[config.mk]
export PLATFORM = sky130hd
export DESIGN_NAME = hmng_smul
export DESIGN_NICKNAME = d
export VERILOG_FILES = /design/src/hw/rtl/assert_macros.svh /design/src/hw/rtl/hmng_pkg.sv /design/src/hw/rtl/hmng_smul.sv
export SDC_FILE = /design/constraint.sdc
export NUM_CORES = 1
export LEC_CHECK = 0
export ABC_CLOCK_PERIOD_IN_PS = 8800
export BUFFER_PORTS_ARGS = -buffer_cell sky130_fd_sc_hd__buf_4
export CAP_MARGIN = 20
export CORE_MARGIN = 10
export CORE_UTILIZATION = 55
export DETAILED_ROUTE_END_ITERATION = 8
export HOLD_SLACK_MARGIN = 0.08
export PLACE_DENSITY_LB_ADDON = 0.08
export SLEW_MARGIN = 20
export SYNTH_ARGS = -nofsm -noshare
export SYNTH_HDL_FRONTEND = slang
export SYNTH_SLANG_ARGS = --single-unit
[constraint.sdc]
create_clock -name clk -period 8.8 [get_ports clk]
set_clock_uncertainty 0.05 [all_clocks]
set_input_delay 1.32 -clock clk [delete_from_list [all_inputs] [get_ports clk]]
set_output_delay 1.32 -clock clk [all_outputs]
set_load 0.02 [all_outputs]
[src/hw/rtl/assert_macros.svh]
// Assertion helpers used by the heightmap normal generator.
`ifndef ASSERT_MACROS_SVH
`define ASSERT_MACROS_SVH

// Same-cycle implication, checked out of reset.
`define HMNG_ASSERT_IMP(name, ante, cons) \
    name: assert property (@(posedge clk) disable iff (!rst_n) (ante) |-> (cons)) \
        else $error("assertion failed");

// Next-cycle implication, checked out of reset.
`define HMNG_ASSERT_NXT(name, ante, cons) \
    name: assert property (@(posedge clk) disable iff (!rst_n) (ante) |=> (cons)) \
        else $error("assertion failed");

`endif

[src/hw/rtl/hmng_pkg.sv]
`timescale 1ns / 1ps

package hmng_pkg;

    localparam logic [2:0] REG_WIDTH_IN_USE  = 3'd0;
    localparam logic [2:0] REG_HEIGHT_IN_USE = 3'd1;
    localparam logic [2:0] REG_SPACING_X     = 3'd2;
    localparam logic [2:0] REG_SPACING_Y     = 3'd3;

    localparam logic [13:0] SCALE_SQ = 14'd16129;
    localparam logic [10:0] ROW_MAX  = 11'd1024;
    localparam logic [10:0] DIM_MIN  = 11'd3;

    typedef struct packed {
        logic start;
        logic accumulate;
    } mul_ctl_t;

endpackage

[src/hw/rtl/hmng_smul.sv]
`timescale 1ns / 1ps

module hmng_smul
    import hmng_pkg::*;
#(
    parameter int PW = 100,
    parameter int BW = 40
)
(
    input  logic          clk,
    input  logic          rst_n,
    input  mul_ctl_t      ctl,
    input  logic [PW-1:0] a,
    input  logic [BW-1:0] b,
    output logic          busy,
    output logic [PW-1:0] prod
);

    logic [PW-1:0] a_reg;
    logic [BW-1:0] b_reg;
    logic [PW-1:0] acc_reg;
    logic          busy_reg;

    always_ff @(posedge clk or negedge rst_n)
    begin
        if (!rst_n)
        begin
            busy_reg <= 1'b0;
        end
        else if (ctl.start)
        begin
            busy_reg <= 1'b1;
        end
        else if (busy_reg && b_reg == '0)
        begin
            busy_reg <= 1'b0;
        end
    end

    always_ff @(posedge clk)
    begin
        if (ctl.start)
        begin
            a_reg   <= a;
            b_reg   <= b;
            acc_reg <= ctl.accumulate ? acc_reg : '0;
        end
        else if (busy_reg && b_reg != '0)
        begin
            if (b_reg[0])
            begin
                acc_reg <= acc_reg + a_reg;
            end
            a_reg <= a_reg << 1;
            b_reg <= b_reg >> 1;
        end
    end

    assign busy = busy_reg;
    assign prod = acc_reg;

endmodule

-- Word-level counts from Yosys, hierarchy flattened
Cells that the tools add are included.
- bits in registers: 241
- output and inout port bits: 101
- logic and storage cells: 24
- add/subtract/negate cells: 1
- equality and inequality tests: 1
- mux-type cells: 10
- reduce and logical (&&, ||, !) cells: 8
- operators with widths (cell ; number):
    100-bit 2-to-1 mux ; 6
    100-bit adder ; 1
    40-bit 2-to-1 mux ; 2
    40-bit logical NOT ; 1
    40-bit nonzero test ; 1
    2-bit nonzero test ; 3
    3-bit AND reduction ; 1
    1-bit logical AND ; 2
    1-bit 2-to-1 mux ; 2
    2-bit != test (second input constant) ; 1

-- Depth between registers and ports, before layout
- word-level depth: 4
- depth in mapped cells: 12
- mapped depth without buffers: 12

-- Worst setup path after synthesis
No wires, ideal clock.
- path kind: input to register
- start point: input port ctl[1] (netlist name)
- end point: register acc_reg[0], in the netlist prod[0], enable pin
- library setup time: 0.594 ns
- data arrival time: 6.917 ns
- slack: 1.239 ns
- stages on the path: 6
- buffers on the path: 3
- cells stage by stage: clkbuf_1 clkbuf_1 clkbuf_1 inv_1 nand2_1 o22ai_1
- cells in the longest elaborated chain, start to end: 2
- elaborated cells on any way between the ends: 4
- ends and longest elaborated chain (what ; line ; text):
    start: declaration ; hmng_smul.sv:12 ; input mul_ctl_t ctl,
    2-bit != test (no source line) or 2-bit nonzero test (tied branches) ; n/a ;
    3-bit AND reduction (no source line) (*) ; n/a ;
    end signal: assignment ; hmng_smul.sv:46 ; acc_reg <= ctl.accumulate ? acc_reg : '0;
    end signal: assignment ; hmng_smul.sv:52 ; acc_reg <= acc_reg + a_reg;
    end: declaration ; hmng_smul.sv:21 ; logic [PW-1:0] acc_reg;
Every way passes the cells marked *; elsewhere a longest branch is shown, timed or not.
A chain may end at the register's enable or synchronous reset.

-- Final worst setup path
- start point: register acc_reg[0], in the netlist prod[0]
- end point: register acc_reg[84], in the netlist prod[84], data pin
- cells in the longest elaborated chain, start to end: 4
- ends and longest elaborated chain (what ; line ; text):
    100-bit adder ; hmng_smul.sv:52 ;
    100-bit 2-to-1 mux ; hmng_smul.sv:50 ; if (b_reg[0])
    100-bit 2-to-1 mux ; hmng_smul.sv:48 ; else if (busy_reg && b_reg != '0)
    100-bit 2-to-1 mux ; hmng_smul.sv:42 ; if (ctl.start)
No other way between the ends. The select of a mux whose other input is x is not followed.

==> flow_summary.json <==
{
  "crit_path_frequent_cell": "a32oi_1",
  "cp_max_fo": 5,
  "maxSlewViolCount": 0,
  "cts_resized": 0,
  "ios": 245,
  "track_usage_pct": 22.8,
  "postCtsHoldBufs": 0,
  "viasPerCell": 5.99,
  "vias": 12471,
  "yosysTopAreaCell": "edfxtp_1",
  "die-height_um": 189,
  "die_width_um": 189,
  "ys_seq_area_share_pct": 46.3,
  "rsz0062_at_grt": "false",
  "p_per_area_nw_per_um2": 252,
  "routed_wl_um": 42000,
  "netlist_top_cells_area": "edfxtp_1, mux2_2, ha_1",
  "ys.flop_type": "edfxtp_1",
  "dr.pass1.iters": 5,
  "grt_max_degree": 164,
  "final_area_um2": 18700,
  "synthTopCellsByCount": "edfxtp_1, nor2_1, mux2_2",
  "remaining_drc_errors": 0,
  "cts_tree": "yes",
  "h-tree-depth": 1,
  "outcome": "complete, no violations",
  "max_freq_mhz": 247,
  "hp-class": "in2async",
  "synth-edff-count": 240,
  "async_flop_share_pct": 0.415,
  "dp_hpwl_um": 32100,
  "clkLatencyLatePin_ns": 0.56,
  "numCtsBuffers": 28,
  "final.setup.tns_ns": 0,
  "coreArea_um2": 27900,
  "dpl_cell_area_um2": 17700,
  "netlist_area_um2": 15600,
  "synth-seq-cells": 241,
  "ys_warn_count": 0,
  "io_buffer_count": 244,
  "syn_avg_cell_area_um2": 10.6,
  "synth_fp_nets": 1715,
  "hold_viol_final": 0,
  "synthCells": 1471,
  "area_growth_pct": 19.6,
  "setup_violations": 0,
  "clock_sinks": 241,
  "post-route-period-util_pct": 46.0,
  "fin_crit_ns": 4.05,
  "avgRoutedWirePerCell_um": 20.2,
  "cp_data_required_time_ns": 9.15,
  "initial_core_util_pct": 55.9,
  "post-synth-top-count-cell": "edfxtp_1",
  "overflow": 0,
  "antenna_found_initial": 3,
  "clockBufferDepth": 3,
  "cts_setup_buffers": 0,
  "cts-root-buf": "clkbuf_16",
  "grt_first_pass_wirelength_um": 67000,
  "place_congestion": 0.924,
  "die_area_um2": 35500,
  "drtAntennaViolNets": 0,
  "drtIter0Drc": 942,
  "clkTransAtPathRegs_ns": 0.06,
  "cpPeakStageDelay_ns": 0.50,
  "slew_headroom_pct": 38.6,
  "rows": 61,
  "ys_types": 76,
  "yosys.area.top_type_share_pct": 46.1,
  "finalNetCount": 1927,
  "critPathCaptureType": "flip-flop",
  "crit_chain": "ha_1 -> fa_1 -> a21o_1 -> a31o_1 -> a32oi_1 -> nand4_1 -> a32oi_1 -> nor2_1 -> nor3_2 -> a211oi_1 -> or3b_1 -> a21oi_1",
  "cap_violations": 0,
  "start_kind": "flip-flop",
  "path_class": "reg2reg",
  "slowest_stage": "a32oi_1",
  "grt_pass1_vias": 12423,
  "arrival_ns": 4.40,
  "drive_gt1_share_pct": 26.5,
  "p_leak_nw": 7.54,
  "tightest_slew_ns": 0.913,
  "vdd_ir_drop_max_mv": 0.183,
  "fillers": 2289
}
path summary, 6_finish.rpt:
check	start	to	slack [ns]	cells after the start
min	rst_n	busy$_DFFE_PN0P_	0.48	1
min reg2reg	b_reg[23]$_DFFE_PP_	b_reg[22]$_DFFE_PP_	0.53	1
max reg2reg	prod[0]$_SDFFCE_PP0P_	prod[84]$_SDFFCE_PP0P_	4.75	12
max in group asynchronous	rst_n	busy$_DFFE_PN0P_	8.14	1
min in group clk	b_reg[23]$_DFFE_PP_	b_reg[22]$_DFFE_PP_	0.53	1
max	prod[0]$_SDFFCE_PP0P_	prod[84]$_SDFFCE_PP0P_	4.75	12
through the flow:
stage | power, W | hold WS, ns | utilization, % | cells | setup slack (ns)
after floorplan | 0.00297 | 0.502 | - | 1471 | 1.24
after global placement | 0.00351 | 0.511 | 63.5 | 2030 | 4.52
after detailed placement | 0.00354 | 0.518 | 63.5 | 2030 | 4.42
after CTS | 0.00472 | 0.456 | 66.8 | 2078 | 4.78
after global routing | 0.00500 | 0.459 | 66.9 | 2079 | 4.59
final | 0.00472 | 0.481 | 66.9 | 2081 | 4.75
cell families (layout without fill, tap and decap cells):
family | Yosys count | in the layout | synth area share, %
simple gates | 415 | 415 | 12.4
flops | 241 | 241 | 46.3
mux | 147 | 147 | 10.6
buf+inv | 96 | 326 | 2.40
fa+ha+maj | 100 | 100 | 8.06
compound gates | 390 | 390 | 15.7
xor+xnor | 82 | 82 | 4.60
other cells | 0 | 2 | 0
worst max-delay path, delay by kind of cell (launching register included):
family	cells	cell delay [ns]
flops	1	0.38
simple gates	4	1.19
compound gates	6	1.57
fa+ha+maj	2	0.69
power by group:
| group | switching [W] | internal [W] | leakage [nW] |
|---|---|---|---|
| sequential | 0.000120 | 0.00150 | 2.50 |
| clock | 0.000465 | 0.000703 | 0.439 |
| combinational | 0.00115 | 0.000781 | 4.59 |
cell type report:
class | count | area [um^2] | area share [%]
multi-input cells | 1134 | 8040 | 43.0
clock buffers | 36 | 731 | 3.91
flip-flops and latches | 241 | 7230 | 38.7
diodes | 2 | 5.00 | 0.0268
inverters | 29 | 109 | 0.583
clock inverters | 12 | 189 | 1.01
well taps | 378 | 473 | 2.53
repair buffers | 249 | 1910 | 10.2
routing by layer:
metal	wire length, um	global-route usage (%)	up-vias
met4	746	4.55	2
met1	18900	31.3	5981
met3	3870	6.91	53
li1	-	-	5992
met2	18400	35.0	443
met5	13	0	-
cell usage in the layout, fill, tap and decap left out, types with 4 or more instances in the layout:
| master | instances |
|---|---|
| a21o_1 | 33 |
| nor2b_1 | 16 |
| nor4b_1 | 4 |
| o211ai_1 | 7 |
| and3_1 | 5 |
| ha_1 | 99 |
| and2_1 | 8 |
| nor2_1 | 152 |
| or2_2 | 4 |
| a31oi_1 | 18 |
| xor2_1 | 32 |
| xnor2_1 | 50 |
| or3_1 | 4 |
| buf_4 | 246 |
| nor4_1 | 17 |
| nand2b_1 | 8 |
| o31ai_1 | 7 |
| nor3_1 | 18 |
| bufinv_16 | 4 |
| inv_1 | 29 |
| mux2_2 | 143 |
| a21boi_0 | 4 |
| a211oi_1 | 12 |
| clkbuf_1 | 8 |
| nand2_1 | 112 |
| nand3_1 | 12 |
| a211o_1 | 4 |
| edfxtp_1 | 240 |
| o21bai_1 | 25 |
| a21oi_1 | 138 |
| clkinv_1 | 4 |
| clkbuf_16 | 28 |
| nand4_1 | 41 |
| o21a_1 | 13 |
| o21ai_0 | 89 |
(Power assumes the default switching activity.)
